## src/tbm_pkg.sv

```systemverilog
// Shared types and constants for the tolerance band monitor.
`default_nettype none

package tbm_pkg;

  localparam int unsigned SampleW  = 16;
  localparam int unsigned LimitW   = 16;
  localparam int unsigned TimeW    = 32;
  localparam int unsigned CfgIdxW  = 3;
  localparam int unsigned CfgDataW = 32;

  typedef enum logic [CfgIdxW-1:0] {
    REG_TARGET       = 3'd0,
    REG_WARN_LIMIT   = 3'd1,
    REG_FAULT_LIMIT  = 3'd2,
    REG_STARTUP_WAIT = 3'd3,
    REG_PERSIST      = 3'd4
  } reg_idx_e;

  typedef enum logic [1:0] {
    LVL_UNKNOWN = 2'd0,
    LVL_NORMAL  = 2'd1,
    LVL_WARNING = 2'd2,
    LVL_FAULT   = 2'd3
  } level_e;

  typedef enum logic [1:0] {
    BAND_NORMAL = 2'd0,
    BAND_WARN   = 2'd1,
    BAND_FAULT  = 2'd2
  } band_e;

  typedef struct packed {
    logic signed [SampleW-1:0] target;
    logic [LimitW-1:0]         warn_limit;
    logic [LimitW-1:0]         fault_limit;
    logic [TimeW-1:0]          startup_wait;
    logic [TimeW-1:0]          persist;
  } cfg_t;

  typedef struct packed {
    band_e             band;
    logic              waiting;
    logic [LimitW-1:0] deviation;
  } check_t;

endpackage

`default_nettype wire

```

## src/tbm_if.sv

```systemverilog
// Valid/ready channel interfaces for check inputs and check results.
`default_nettype none

interface tbm_in_if;
  logic               valid;
  logic               ready;
  logic signed [15:0] sample;
  logic [31:0]        now_ms;

  modport source (output valid, output sample, output now_ms, input ready);
  modport sink   (input valid, input sample, input now_ms, output ready);
endinterface

interface tbm_out_if;
  logic        valid;
  logic        ready;
  logic [1:0]  level;
  logic        warning_event;
  logic        fault_event;
  logic        waiting;
  logic [15:0] deviation;

  modport source (output valid, output level, output warning_event, output fault_event,
                  output waiting, output deviation, input ready);
  modport sink   (input valid, input level, input warning_event, input fault_event,
                  input waiting, input deviation, output ready);
endinterface

`default_nettype wire

```

## src/tbm_check.sv

```systemverilog
// Deviation magnitude, startup-wait test and band classification of one sample.
`default_nettype none

module tbm_check (
  input  tbm_pkg::cfg_t                        cfg_i,
  input  logic signed [tbm_pkg::SampleW-1:0]   sample_i,
  input  logic [tbm_pkg::TimeW-1:0]            now_i,
  output tbm_pkg::check_t                      check_o
);
  import tbm_pkg::*;

  logic [SampleW:0]  diff;
  logic [SampleW:0]  mag;
  logic [LimitW-1:0] dev;

  // 17-bit difference never overflows; its magnitude fits in 16 bits
  assign diff = {sample_i[SampleW-1], sample_i} - {cfg_i.target[SampleW-1], cfg_i.target};
  assign mag  = diff[SampleW] ? (~diff + {{SampleW{1'b0}}, 1'b1}) : diff;
  assign dev  = mag[LimitW-1:0];

  always_comb begin
    check_o.deviation = dev;
    check_o.waiting   = (now_i < cfg_i.startup_wait);
    if (dev <= cfg_i.warn_limit) begin
      check_o.band = BAND_NORMAL;
    end else if (dev <= cfg_i.fault_limit) begin
      check_o.band = BAND_WARN;
    end else begin
      check_o.band = BAND_FAULT;
    end
  end

endmodule

`default_nettype wire

```

## src/tolerance_band_monitor.sv

```systemverilog
// Top level: two-level limit check with persistence timers on one signal.
//
//   channel | dir | transfer when        | payload
//   in_i    | in  | in_i.valid & ready   | sample, now_ms
//   out_o   | out | out_o.valid & ready  | level, warning_event, fault_event,
//           |     |                      | waiting, deviation
//   cfg     | in  | cfg_we_i             | cfg_idx_i, cfg_wdata_i
//
// One check per cycle sustained while out_o is not stalled; a result passes from the
// input register, through classify/timer update, into the result register.
// Reset clears configuration to zero, level to unknown and both timers.
// A stall on out_o holds the result; an empty input register still takes one more
// check, then in_i.ready drops until the result is taken.
`default_nettype none

module tolerance_band_monitor (
  input  logic                               clk_i,
  input  logic                               rst_ni,
  tbm_in_if.sink                             in_i,
  tbm_out_if.source                          out_o,
  input  logic                               cfg_we_i,
  input  logic [tbm_pkg::CfgIdxW-1:0]        cfg_idx_i,
  input  logic [tbm_pkg::CfgDataW-1:0]       cfg_wdata_i
);
  import tbm_pkg::*;

  cfg_t cfg_q;

  logic                      in_valid_q;
  logic signed [SampleW-1:0] sample_q;
  logic [TimeW-1:0]          now_q;

  level_e           level_q, level_d;
  logic             warn_timing_q, warn_timing_d;
  logic             fault_timing_q, fault_timing_d;
  logic [TimeW-1:0] warn_start_q, warn_start_d;
  logic [TimeW-1:0] fault_start_q, fault_start_d;

  logic              out_valid_q;
  level_e            out_level_q;
  logic              out_wev_q, out_fev_q, out_wait_q;
  logic [LimitW-1:0] out_dev_q;

  check_t           chk;
  logic             adv;
  logic             wev, fev;
  logic [TimeW-1:0] warn_elapsed, fault_elapsed;
  logic             warn_hit, fault_hit;

  // configuration writes
  always_ff @(posedge clk_i or negedge rst_ni) begin
    if (!rst_ni) begin
      cfg_q <= '0;
    end else if (cfg_we_i) begin
      case (cfg_idx_i)
        REG_TARGET:       cfg_q.target       <= cfg_wdata_i[SampleW-1:0];
        REG_WARN_LIMIT:   cfg_q.warn_limit   <= cfg_wdata_i[LimitW-1:0];
        REG_FAULT_LIMIT:  cfg_q.fault_limit  <= cfg_wdata_i[LimitW-1:0];
        REG_STARTUP_WAIT: cfg_q.startup_wait <= cfg_wdata_i[TimeW-1:0];
        REG_PERSIST:      cfg_q.persist      <= cfg_wdata_i[TimeW-1:0];
        default: ;
      endcase
    end
  end

  assign adv        = in_valid_q && (!out_valid_q || out_o.ready);
  assign in_i.ready = !in_valid_q || adv;

  // input register
  always_ff @(posedge clk_i or negedge rst_ni) begin
    if (!rst_ni) begin
      in_valid_q <= 1'b0;
    end else if (in_i.ready) begin
      in_valid_q <= in_i.valid;
    end
  end

  always_ff @(posedge clk_i) begin
    if (in_i.valid && in_i.ready) begin
      sample_q <= in_i.sample;
      now_q    <= in_i.now_ms;
    end
  end

  tbm_check u_check (
    .cfg_i    (cfg_q),
    .sample_i (sample_q),
    .now_i    (now_q),
    .check_o  (chk)
  );

  // a timer not yet running starts at now, so its elapsed time is zero
  assign warn_elapsed  = now_q - warn_start_q;
  assign fault_elapsed = now_q - fault_start_q;
  assign warn_hit  = warn_timing_q  ? (warn_elapsed  >= cfg_q.persist) : (cfg_q.persist == '0);
  assign fault_hit = fault_timing_q ? (fault_elapsed >= cfg_q.persist) : (cfg_q.persist == '0);

  always_comb begin
    level_d        = level_q;
    warn_timing_d  = warn_timing_q;
    fault_timing_d = fault_timing_q;
    warn_start_d   = warn_start_q;
    fault_start_d  = fault_start_q;
    wev            = 1'b0;
    fev            = 1'b0;
    if (!chk.waiting) begin
      case (chk.band)
        BAND_NORMAL: begin
          level_d        = LVL_NORMAL;
          warn_timing_d  = 1'b0;
          fault_timing_d = 1'b0;
        end
        BAND_WARN: begin
          fault_timing_d = 1'b0;
          if (!warn_timing_q) begin
            warn_timing_d = 1'b1;
            warn_start_d  = now_q;
          end
          if (warn_hit) begin
            wev     = (level_q != LVL_WARNING);
            level_d = LVL_WARNING;
          end
        end
        BAND_FAULT: begin
          // warning timer left as it is
          if (!fault_timing_q) begin
            fault_timing_d = 1'b1;
            fault_start_d  = now_q;
          end
          if (fault_hit) begin
            fev     = (level_q != LVL_FAULT);
            level_d = LVL_FAULT;
          end
        end
        default: ;
      endcase
    end
  end

  always_ff @(posedge clk_i or negedge rst_ni) begin
    if (!rst_ni) begin
      level_q        <= LVL_UNKNOWN;
      warn_timing_q  <= 1'b0;
      fault_timing_q <= 1'b0;
      warn_start_q   <= '0;
      fault_start_q  <= '0;
    end else if (adv) begin
      level_q        <= level_d;
      warn_timing_q  <= warn_timing_d;
      fault_timing_q <= fault_timing_d;
      warn_start_q   <= warn_start_d;
      fault_start_q  <= fault_start_d;
    end
  end

  // result register
  always_ff @(posedge clk_i or negedge rst_ni) begin
    if (!rst_ni) begin
      out_valid_q <= 1'b0;
    end else if (adv) begin
      out_valid_q <= 1'b1;
    end else if (out_o.ready) begin
      out_valid_q <= 1'b0;
    end
  end

  always_ff @(posedge clk_i) begin
    if (adv) begin
      out_level_q <= level_d;
      out_wev_q   <= wev;
      out_fev_q   <= fev;
      out_wait_q  <= chk.waiting;
      out_dev_q   <= chk.deviation;
    end
  end

  assign out_o.valid         = out_valid_q;
  assign out_o.level         = out_level_q;
  assign out_o.warning_event = out_wev_q;
  assign out_o.fault_event   = out_fev_q;
  assign out_o.waiting       = out_wait_q;
  assign out_o.deviation     = out_dev_q;

  // checks
  a_wait_no_event: assert property (@(posedge clk_i) disable iff (!rst_ni)
    out_valid_q && out_wait_q |-> !out_wev_q && !out_fev_q)
    else $error("event reported during startup wait");

  a_wev_level: assert property (@(posedge clk_i) disable iff (!rst_ni)
    out_valid_q && out_wev_q |-> out_level_q == LVL_WARNING)
    else $error("warning event without warning level");

  a_fev_level: assert property (@(posedge clk_i) disable iff (!rst_ni)
    out_valid_q && out_fev_q |-> out_level_q == LVL_FAULT)
    else $error("fault event without fault level");

  a_level_hold: assert property (@(posedge clk_i) disable iff (!rst_ni)
    !$past(adv) |-> $stable(level_q))
    else $error("level changed without a check");

endmodule

`default_nettype wire
```

## src/flat_wrapper.sv

```systemverilog
// flat-port wrapper written by rule: the top's interface ports become plain ports
module tolerance_band_monitor_flat import tbm_pkg::*;
  (clk_i, rst_ni, cfg_we_i, cfg_idx_i, cfg_wdata_i, in_i_valid, in_i_sample, in_i_now_ms, in_i_ready, out_o_valid, out_o_level, out_o_warning_event, out_o_fault_event, out_o_waiting, out_o_deviation, out_o_ready);
  tbm_in_if in_i_i ();
  tbm_out_if out_o_i ();
  input  logic clk_i;
  input  logic rst_ni;
  input  logic cfg_we_i;
  input  logic [tbm_pkg::CfgIdxW-1:0] cfg_idx_i;
  input  logic [tbm_pkg::CfgDataW-1:0] cfg_wdata_i;
  input wire logic [$bits(in_i_i.valid)-1:0] in_i_valid;
  input wire logic [$bits(in_i_i.sample)-1:0] in_i_sample;
  input wire logic [$bits(in_i_i.now_ms)-1:0] in_i_now_ms;
  output wire logic [$bits(in_i_i.ready)-1:0] in_i_ready;
  output wire logic [$bits(out_o_i.valid)-1:0] out_o_valid;
  output wire logic [$bits(out_o_i.level)-1:0] out_o_level;
  output wire logic [$bits(out_o_i.warning_event)-1:0] out_o_warning_event;
  output wire logic [$bits(out_o_i.fault_event)-1:0] out_o_fault_event;
  output wire logic [$bits(out_o_i.waiting)-1:0] out_o_waiting;
  output wire logic [$bits(out_o_i.deviation)-1:0] out_o_deviation;
  input wire logic [$bits(out_o_i.ready)-1:0] out_o_ready;
  assign in_i_i.valid = in_i_valid;
  assign in_i_i.sample = in_i_sample;
  assign in_i_i.now_ms = in_i_now_ms;
  assign in_i_ready = in_i_i.ready;
  assign out_o_valid = out_o_i.valid;
  assign out_o_level = out_o_i.level;
  assign out_o_warning_event = out_o_i.warning_event;
  assign out_o_fault_event = out_o_i.fault_event;
  assign out_o_waiting = out_o_i.waiting;
  assign out_o_deviation = out_o_i.deviation;
  assign out_o_i.ready = out_o_ready;
  tolerance_band_monitor u_core (.clk_i(clk_i), .rst_ni(rst_ni), .in_i(in_i_i), .out_o(out_o_i), .cfg_we_i(cfg_we_i), .cfg_idx_i(cfg_idx_i), .cfg_wdata_i(cfg_wdata_i));
endmodule
```

## config.mk

```make
export PLATFORM = sky130hd
export DESIGN_NAME = tolerance_band_monitor_flat
export DESIGN_NICKNAME = d
export VERILOG_FILES = /design/src/tbm_pkg.sv /design/src/tbm_if.sv /design/src/tbm_check.sv /design/src/tolerance_band_monitor.sv /design/src/flat_wrapper.sv
export SDC_FILE = /design/constraint.sdc
export NUM_CORES = 1
export LEC_CHECK = 0
export BUFFER_PORTS_ARGS = -buffer_cell sky130_fd_sc_hd__buf_2
export CORE_ASPECT_RATIO = 0.75
export CORE_UTILIZATION = 61
export CTS_CLUSTER_DIAMETER = 50
export DETAILED_ROUTE_END_ITERATION = 7
export GPL_TIMING_DRIVEN = 0
export PLACE_DENSITY = 0.84
export SLEW_MARGIN = 20
export SYNTH_ARGS = -nofsm -noshare
export SYNTH_HDL_FRONTEND = slang
export SYNTH_SLANG_ARGS = --single-unit
```

## constraint.sdc

```tcl
create_clock -name clk_i -period 7.1 [get_ports clk_i]
set_clock_uncertainty 0.05 [all_clocks]
set_input_delay 1.42 -clock clk_i [delete_from_list [all_inputs] [get_ports clk_i]]
set_output_delay 1.42 -clock clk_i [all_outputs]
set_load 0.01 [all_outputs]
```

### Yosys cells after proc, flatten, opt, wreduce, memory -nomap -nowiden

Index checks and enable logic that the tools add are counted.

* register bits: 251
* input bits: 88

* $add $sub $neg: 4
* magnitude comparators: 5
* equal/unequal tests: 8
* mux-type cells: 13
* bitwise gates (word level): 8
* reduce and logical (&&, ||, !) cells: 24

Operator list (number)
* $ge A32 B32 Y1: 2
* $sub A32 B32 Y32: 2
* $le A16 B16 Y1: 2
* $logic_not A32 Y1: 1
* $lt A32 B32 Y1: 1
* $sub A16 B16 Y17: 1
* $add A16 B1 Y16 const B: 1
* $mux W16: 1
* $not A16 Y16: 1
* $mux W2: 5
* $reduce_and A2 Y1: 5
* $reduce_and A4 Y1: 2
* $not A1 Y1: 7
* $eq A3 B2 Y1 const B: 2
* $pmux W2 S3: 1
* $reduce_and A3 Y1: 2
* $reduce_bool A2 Y1: 3
* $reduce_or A3 Y1: 2
* $mux W1: 4
* $ne A2 B2 Y1 const B: 2
* $pmux W1 S2: 2
* $eq A3 B1 Y1 const B: 1
* $eq A3 B3 Y1 const B: 1
* $logic_not A3 Y1: 1
* other kinds (7): 10

### Depth between registers and ports, before layout

Gate-level depths: netlist of run 1.

* depth after elaboration: 11
* depth in mapped cells: 24
* gate-level depth less buffers: 22

### Hierarchy

A second synthesis of run 1 with hierarchy kept.

* cell total of the unflattened synthesis: 1563
* area total of the unflattened synthesis: 16374.5 µm²

Modules (own cells, without submodules)
* tolerance_band_monitor: instances 1, cells each 1175, area an instance 13554.2 µm², seq. area each 6626.4 µm²
* tbm_check: instances 1, cells each 388, area an instance 2820.2 µm², seq. area each 0.0 µm²

### Least setup slack after synthesis of run 1

OpenSTA, ideal clock, no wires.

* path type: register to register
* start point: reg u_core.cfg_q[96] (netlist bit)
* end point: reg u_core.warn_start_q[10]
* setup time: 0.125 ns
* data arrival time: 4.941 ns
* required time: 6.925 ns
* setup slack: 1.985 ns
* stages on the path, launching flop included: 22
* buffers on the path: 1
* cells stage by stage: dfrtp_1 > ha_1 > fa_1 > nand2b_1 > a21oi_1 > o21ai_2 > o211ai_1 > a21oi_1 > o21ai_1 > a21boi_0 > nor2_1 > xnor2_1 > ha_1 > a21o_1 > a21o_1 > a21oi_1 > nand2_1 > o31a_1 > nand2b_1 > nor4_2 > buf_2 > mux2_2

RTL lines
* start, declared: line tolerance_band_monitor.sv:27 `cfg_t cfg_q;`
* end signal, assigned: line tolerance_band_monitor.sv:151 `warn_start_q <= warn_start_d;`
* end, declared: line tolerance_band_monitor.sv:36 `logic [TimeW-1:0] warn_start_q, warn_start_d;`

==> results of run 1 <==
timing repair:
action                                  in CTS  in global routing
gates resized for setup                      0                  2
hold endpoints to repair                     0                  0
endpoints found under the setup margin       0                 30
state kept, by name (all words and copies together), names as in the netlist:
| register | cells |
|---|---|
| u_core.in_valid_q | 1 |
| u_core.warn_timing_q | 1 |
| u_core.warn_start_q | 32 |
| u_core.now_q | 32 |
| u_core.cfg_q | 112 |
| u_core.out_o.deviation | 16 |
| u_core.level_q | 2 |
| u_core.out_o.warning_event | 1 |
| u_core.out_o.valid | 1 |
| u_core.fault_timing_q | 1 |
| u_core.out_o.level | 2 |
| u_core.out_o.waiting | 1 |
| u_core.sample_q | 16 |
| u_core.fault_start_q | 32 |
| u_core.out_o.fault_event | 1 |
worst max path at each step:
| stage | startpoint | end | slack (ps) | cells past startpoint |
|---|---|---|---|---|
| floorplan | u_core.cfg_q[96] | u_core.warn_start_q[10] | 1980 | 21 |
| global placement | u_core.cfg_q[96] | u_core.warn_start_q[11] | 80 | 21 |
| detailed placement | u_core.cfg_q[96] | u_core.warn_start_q[24] | 310 | 21 |
| CTS | u_core.cfg_q[96] | u_core.warn_start_q[24] | 220 | 21 |
| global route | u_core.sample_q[0] | u_core.warn_start_q[16] | 180 | 21 |
| finish | u_core.cfg_q[96] | u_core.warn_start_q[14] | 410 | 20 |
routing by layer:
layer,wire length (um),vias up,share of wire
met2,18000,488,0.43
met3,3350,86,0.081
met1,18900,6183,0.46
met5,0,-,0
li1,-,6146,-
met4,1160,0,0.028
kinds of logic (layout without fill, tap and decap cells):
logic type | after synthesis | after routing
muxes | 101 | 101
AOI/OAI and AO/OA | 406 | 406
and+or+nand+nor | 357 | 357
DFF | 251 | 251
xor gates and xnor gates | 78 | 78
other | 0 | 1
adders and majority gates | 209 | 209
buffers and inverters | 234 | 398
cells in the mapped netlist, types with 5 or more instances:
| library cell | count |
|---|---|
| ha_1 | 206 |
| inv_1 | 199 |
| dfrtp_1 | 182 |
| o21ai_0 | 131 |
| nand2_1 | 119 |
| a21oi_1 | 88 |
| mux2_2 | 70 |
| edfxtp_1 | 69 |
| nor2_1 | 61 |
| a21o_1 | 56 |
| xnor2_1 | 55 |
| nand4_1 | 34 |
| mux2_4 | 30 |
| clkbuf_1 | 25 |
| nand3_1 | 24 |
| xor2_1 | 22 |
| nor2b_1 | 21 |
| o21a_1 | 20 |
| nor3_1 | 19 |
| nand2b_1 | 17 |
| a211oi_1 | 12 |
| nor4_1 | 12 |
| o211ai_1 | 10 |
| a31oi_1 | 9 |
| and3_1 | 9 |
| or2_2 | 7 |
| a2111oi_0 | 6 |
| o21bai_1 | 6 |
| o31ai_1 | 6 |
| and4_1 | 5 |
| o2111ai_1 | 5 |
| o31a_1 | 5 |
final cells by class:
class                      instances  area, um^2
multi-input combinational       1151        9000
fill                            1961        7840
sequential                       251        6630
clock buffer                      44         822
inverter                         200         751
timing repair buffer             112         616
tap                              344         430
buffer                            34         155
clock inverter                     8        50.0
antenna                            1        2.50
worst register-to-register path, stage by stage, from the launching register on:
cell and delay (ps):
dfrtp_1 390, ha_1 210, fa_1 400, nand2b_1 180
a21oi_1 310, o21ai_2 180, o211ai_1 410, a21oi_1 130
o21ai_1 270, o21ai_1 370, o21ai_0 530, ha_1 340
nor2b_1 150, o21a_1 180, o21ai_0 230, a211oi_1 120
o31a_1 370, nand2b_1 230, nor4_4 730, buf_2 410
mux2_2 390
through the flow:
step / std cells / setup slack [ps] / utilization / cell area (um^2)
finish: 2145 / 408 / 0.702 / 18500
global route: 2144 / 180 / 0.702 / 18500
CTS: 2144 / 217 / 0.702 / 18400
detailed placement: 2092 / 306 / 0.669 / 17600
global placement: 2090 / 79.1 / 0.665 / 17500
floorplan: 1636 / 1980 / - / 16500
power by group through the flow:
stage               Sequential, W  Clock, W  Combinational, W
floorplan                 0.00208         0           0.00319
global placement          0.00211         0           0.00400
detailed placement        0.00212         0           0.00419
CTS                       0.00211   0.00141           0.00425
global route              0.00215   0.00147           0.00483
finish                    0.00211   0.00140           0.00433
==> key figures, run 1 <==
Setup path
  • Critical Path RT: between 7000 and 8000 ps
  • CP Cell Sequence: ha_1 > fa_1 > nand2b_1 > a21oi_1 > o21ai_2 > o211ai_1 > a21oi_1 > o21ai_1 > o21ai_1 > o21ai_0 > ha_1 > nor2b_1 > o21a_1 > o21ai_0 > a211oi_1 > o31a_1 > nand2b_1 > nor4_4 > buf_2 > mux2_2
  • Max FO, Critical Path: 10
  • Crit path DAT: roughly 7100 ps
  • Critical path's top delay family: compound AO/OA/AOI/OAI gates
  • R2R Path End: u_core.warn_start_q[14]
  • Crit-path max cell delay: between 700 and 800 ps
  • Reg2reg setup slack: between 400 and 500 ps
  • Buffers plus inverters on the worst setup path: 1
  • Critical path class: reg -> reg
  • Critical Path Slowest Stage Cell: nor4_4
  • R2r worst-path depth: 20
  • R2R Path Start: u_core.cfg_q[96]
  • Worst setup SP type: register
  • Crit end category: register

Clock network
  • TritonCTS clock tree: yes
  • H-tree levels: 1
  • Later-pin clock latency in the skew report: between 500 and 600 ps
  • Post-CTS Hold Buffers: 0
  • Root buf cell: clkbuf_16
  • Clock transition at path regs: 60 ps
  • Clock Path Buffers: 3
  • Inserted Clock Buffers: 28
  • Sink Count: 251
  • Total setup buffers inserted after CTS: 0

Power
  • LEAKAGE: 8.63 nW
  • Comb pwr share: 0.552
  • Total Power: ~0.008 W
  • Worst vdd ir: 276 uV
  • Power density over the cells: roughly 420 nW/um^2
  • Internal: around 0.0046 W
  • Sw Share: 0.413
  • Psw: between 0.003 and 0.004 W
  • Clk pwr share: 0.178
  • Flop pwr share: 0.269

Synthesis
  • Yosys warning count: 0
  • Synth Register Bits: approximately 250
  • Yosys cell types: between 80 and 90
  • Net count after synthesis: between 1500 and 2000
  • Post-Syn Instances: 1636
  • Synth Area in Adders: 0.160
  • Mux contribution to synthesized area: 0.0756
  • Synth Area in XOR/XNOR: 0.0418
  • Synthesized area per cell: a little over 10 um^2
  • Post-synth EDFFs: 69
  • Async S/R FF share, synth: 0.725
  • Post-synth top area share: 0.276
  • Sequential fraction of the synthesis area: 0.401
  • Largest family of logic cells by synthesized area: adder cells
  • Dominant synthesized flop cell: dfrtp_1
  • Simple-gate portion of the synthesized area: 0.109
  • Synth Area in Compound Gates: 0.158
  • Area leader, netlist: dfrtp_1
  • Synthesized area: 16500 um^2
  • Synth area leaders: dfrtp_1 28%, ha_1 16%, edfxtp_1 13%

Timing
  • Max Fclk: 149 MHz
  • Fin crit period: approximately 6700 ps
  • RSZ-0062 raised after global routing: false
  • Final worst path period share: 0.943
  • Setup violators final: 0
  • Final slew viol count: 0
  • Final hold vios: 0
  • Setup_tns: 0 ps
  • Min Hold Slack: roughly 450 ps
  • Relative slew slack: 0.356
  • Pin slew with the least headroom to its limit: 965 ps

Cells and area
  • Area Growth Syn to Fin: 11.8%
  • Most common cell after layout, fill and taps aside: ha_1
  • Layout cell share with drive strength beyond 1: 0.163
  • Commonest non-fill, non-tap cells in the layout: 206 x ha_1, 199 x inv_1, 182 x dfrtp_1
  • NumNets Final: slightly above 2000

GRT
  • M2 GR Usage: 0.466
  • Total gr overflow: 0
  • Met3 usage: 0.0616
  • Largest net degree at the start of global routing: between 70 and 80
  • GRT busiest layer: met2
  • Global-route wire length before repair: between 60000 and 70000 um
  • Antenna violations before repair: 1
  • Vias in the first global route: about 13000
  • Met1 GRT Util: 0.429
  • Total GRT Usage: 0.303

Detailed routing
  • Final WL: ~41000 um
  • # DRC: 0
  • Post-DR wirelength/cell: just under 20 um
  • Post-route ant nets: 0
  • DR pass1 iterations: 5
  • 1st-iter DRT viols: between 1000 and 1500
  • DR vias: 12903
  • Number of vias per cell: about 6

Die
  • Die Y: about 140 um
  • Std-Cell Rows: 51
  • Die Area: around 28000 um^2
  • Core Area: 26300 um^2
  • Chip Width: 192 um
  • Initial Util: 0.628
  • I/O pins: about 110

Placement
  • Port Buffers: between 100 and 150
  • Routability Congestion: 0.960
  • HPWL Detailed: between 30000 and 40000 um

Min path
  • Hold Crit Depth: 1
  • Min-delay src: u_core.cfg_q[53]
  • Hold Path Class: reg -> reg
  • Hold endpoint: u_core.cfg_q[53]

Outcome
  • Status: completed

Job
  • MaxCap Viol Count: 0
No activity file was read; power rests on OpenSTA's default activity.
==> inputs of run 2 (changes only) <==
Settings changed: CORE_UTILIZATION 61 to 30, GPL_TIMING_DRIVEN 0 to default, PLACE_DENSITY 0.84 to 0.49.
==> run 2 against run 1 <==
Effect of this change:
- sequential cell count unchanged
- total power up 2.7%
- first-iteration DRC count down 18%
- critical path depth up 2
- via count down 4.6%
- worst setup slack better by 480 ps
- utilization down 35 points
- fmax up 7.7%
- non-clock buffer count down 30
- combinational power down 1%
- sequential share of layout area down 1.0 points
- clock power up 19%
- critical path type unchanged
- largest cell class unchanged
- largest power group unchanged
==> key figures, run 2 (same netlist as run 1, synthesis figures left out) <==
Die
  • Die Area: 56000 um^2 (+100%)
  • Core Area: 54400 um^2 (+110%)
  • I/O pins: 111 (unchanged)
  • Initial Util: 0.303 (-0.325)
  • Die Y: 205 um (+42%)
  • Std-Cell Rows: 74 (+45%)
  • Chip Width: 273 um (+42%)

Setup path
  • Crit end category: register
  • R2R Path End: u_core.warn_start_q[8]
  • R2R Path Start: u_core.sample_q[0]
  • Critical path class: reg -> reg
  • Max FO, Critical Path: 32 (+22)
  • R2r worst-path depth: 22 (+10%)
  • Crit path DAT: 6560 ps (-520 ps)
  • Critical Path RT: 7450 ps (-40 ps)
  • Worst setup SP type: register
  • Reg2reg setup slack: 890 ps (+480 ps)

Clock network
  • Sink Count: 251 (unchanged)
  • Total of cells resized after clock tree synthesis: 0 (unchanged)
  • Clock transition at path regs: 60 ps (about the same)
  • Clock Path Buffers: 3 (unchanged)
  • TritonCTS clock tree: yes
  • H-tree levels: 2 (+1)
  • Later-pin clock latency in the skew report: 550 ps (-20 ps)
  • Root buf cell: clkbuf_16
  • Post-CTS Hold Buffers: 0 (unchanged)
  • Inserted Clock Buffers: 34 (+21%)
  • Total setup buffers inserted after CTS: 0 (unchanged)

Cells and area
  • Area Growth Syn to Fin: 15.0%
  • Commonest non-fill, non-tap cells in the layout: 206 x ha_1, 199 x inv_1, 182 x dfrtp_1
  • Most common cell after layout, fill and taps aside: ha_1
  • Final core occ: 0.349 (-0.353)
  • Most flops, register: u_core.cfg_q
  • Layout cell share with drive strength beyond 1: 0.174 (+0.0114)
  • Ant. Diodes: 0 (-1)
  • NumNets Final: 2051 (-1.2%)
  • Largest register FFs: 112 (unchanged)

Timing
  • Max Fclk: 161 MHz (+7.7%)
  • Setup violators final: 0 (unchanged)
  • Relative slew slack: 0.300 (-0.0553)
  • Pin slew with the least headroom to its limit: 1050 ps (+84.1 ps)
  • Setup_tns: 0 ps (unchanged)
  • Final hold vios: 0 (unchanged)
  • Final WS setup: 888 ps (+480 ps)
  • Final slew viol count: 0 (unchanged)
  • RSZ-0062 raised after global routing: false
  • Fin crit period: 6210 ps (-480 ps)
  • Final worst path period share: 0.875 (-0.0677)

Power
  • Power density over the cells: 424 nW/um^2 (-0.17%)
  • Worst vdd ir: 223 uV (-19%)
  • LEAKAGE: 8.68 nW (+0.60%)
  • Total Power: 0.00805 W (+2.7%)

Placement
  • HPWL Detailed: 34000 um (+8.1%)
  • Port Buffers: 110 (unchanged)
  • DP Worst Slack: 697 ps (+391 ps)
  • Routability Congestion: 0.882 (-8.2%)

GRT
  • Largest net degree at the start of global routing: 92 (+26%)
  • Met3 usage: 0.0260 (-0.0356)
  • Global-route wire length before repair: 70200 um (+6.6%)
  • Vias in the first global route: 12193 (-4.6%)
  • M2 GR Usage: 0.238 (-0.227)
  • Antenna violations before repair: 0 (-1)
  • Met1 GRT Util: 0.246 (-0.183)
  • Total GRT Usage: 0.162 (-0.141)
  • Total gr overflow: 0 (unchanged)
  • GRT busiest layer: met1

Min path
  • Hold endpoint: u_core.out_o.valid
  • Hold Path Class: reg -> reg
  • Hold Crit Depth: 1 (unchanged)
  • Min-delay src: u_core.in_valid_q

Outcome
  • Status: completed

Detailed routing
  • Number of vias per cell: 4.92 (-18%)
  • # DRC: 0 (unchanged)
  • 1st-iter DRT viols: 861 (-18%)
  • Final WL: 44400 um (+7.3%)
  • DR vias: 12306 (-4.6%)
  • Post-route ant nets: 0 (unchanged)
  • Post-DR wirelength/cell: 17.7 um (-8.0%)
  • DR pass1 iterations: 5 (unchanged)

Job
  • MaxCap Viol Count: 0 (unchanged)
-- run 2: how the worst max path moves through the flow --
| stage | startpoint | end | slack, ps | cells after the start |
|---|---|---|---|---|
| CTS | u_core.sample_q[0] | u_core.fault_start_q[5] | 670 | 21 |
| global route | u_core.sample_q[0] | u_core.warn_start_q[9] | 420 | 22 |
| floorplan | u_core.cfg_q[96] | u_core.warn_start_q[10] | 1980 | 21 |
| finish | u_core.sample_q[0] | u_core.warn_start_q[8] | 890 | 22 |
| detailed placement | u_core.sample_q[0] | u_core.fault_start_q[3] | 700 | 21 |
| global placement | u_core.sample_q[0] | u_core.fault_start_q[1] | 850 | 21 |
-- run 2: critical path, cell delays in order, from the launching register on --
cell and delay, ps:
edfxtp_1 330, inv_1 50, ha_1 210, fa_1 400, nand2b_1 180, a21oi_1 280
o21ai_2 170, o211ai_1 310, a21oi_1 110, o21ai_1 250, a21boi_0 690, nor2_1 140
xnor2_1 280, ha_1 300, a21o_1 180, a21o_1 170, a21oi_1 130, nand2_1 60
o31a_1 400, nand2b_1 220, nor4_4 220, buf_4 510, mux2_2 390
-- run 2: final cells by class --
type                            count  area [um^2]
Multi-Input combinational cell   1151         9030
Tap cell                          722          903
Inverter                          200          751
Timing Repair Buffer              116          604
Fill cell                        5588        35500
Clock buffer                       44          940
Sequential cell                   251         6630
Clock inverter                     18          141
-- run 2: layer usage --
layer,vias to the layer above,share of wire
met1,5910,0.52
li1,6097,-
met5,-,0
met4,0,0.018
met3,57,0.047
met2,242,0.41
-- run 2: power by group --
group	total [W]	switching [W]	internal (W)
clock network	0.00167	0.000717	0.000955
registers	0.00211	0.000212	0.00190
logic	0.00427	0.00238	0.00189
-- run 2: through the flow --
stage	instances	area [um^2]	hold slack [ps]
finish	2502	19000	442
global route	2502	19000	467
CTS	2502	19000	448
detailed placement	2440	17900	437
global placement	2440	17900	422
floorplan	1636	16500	407
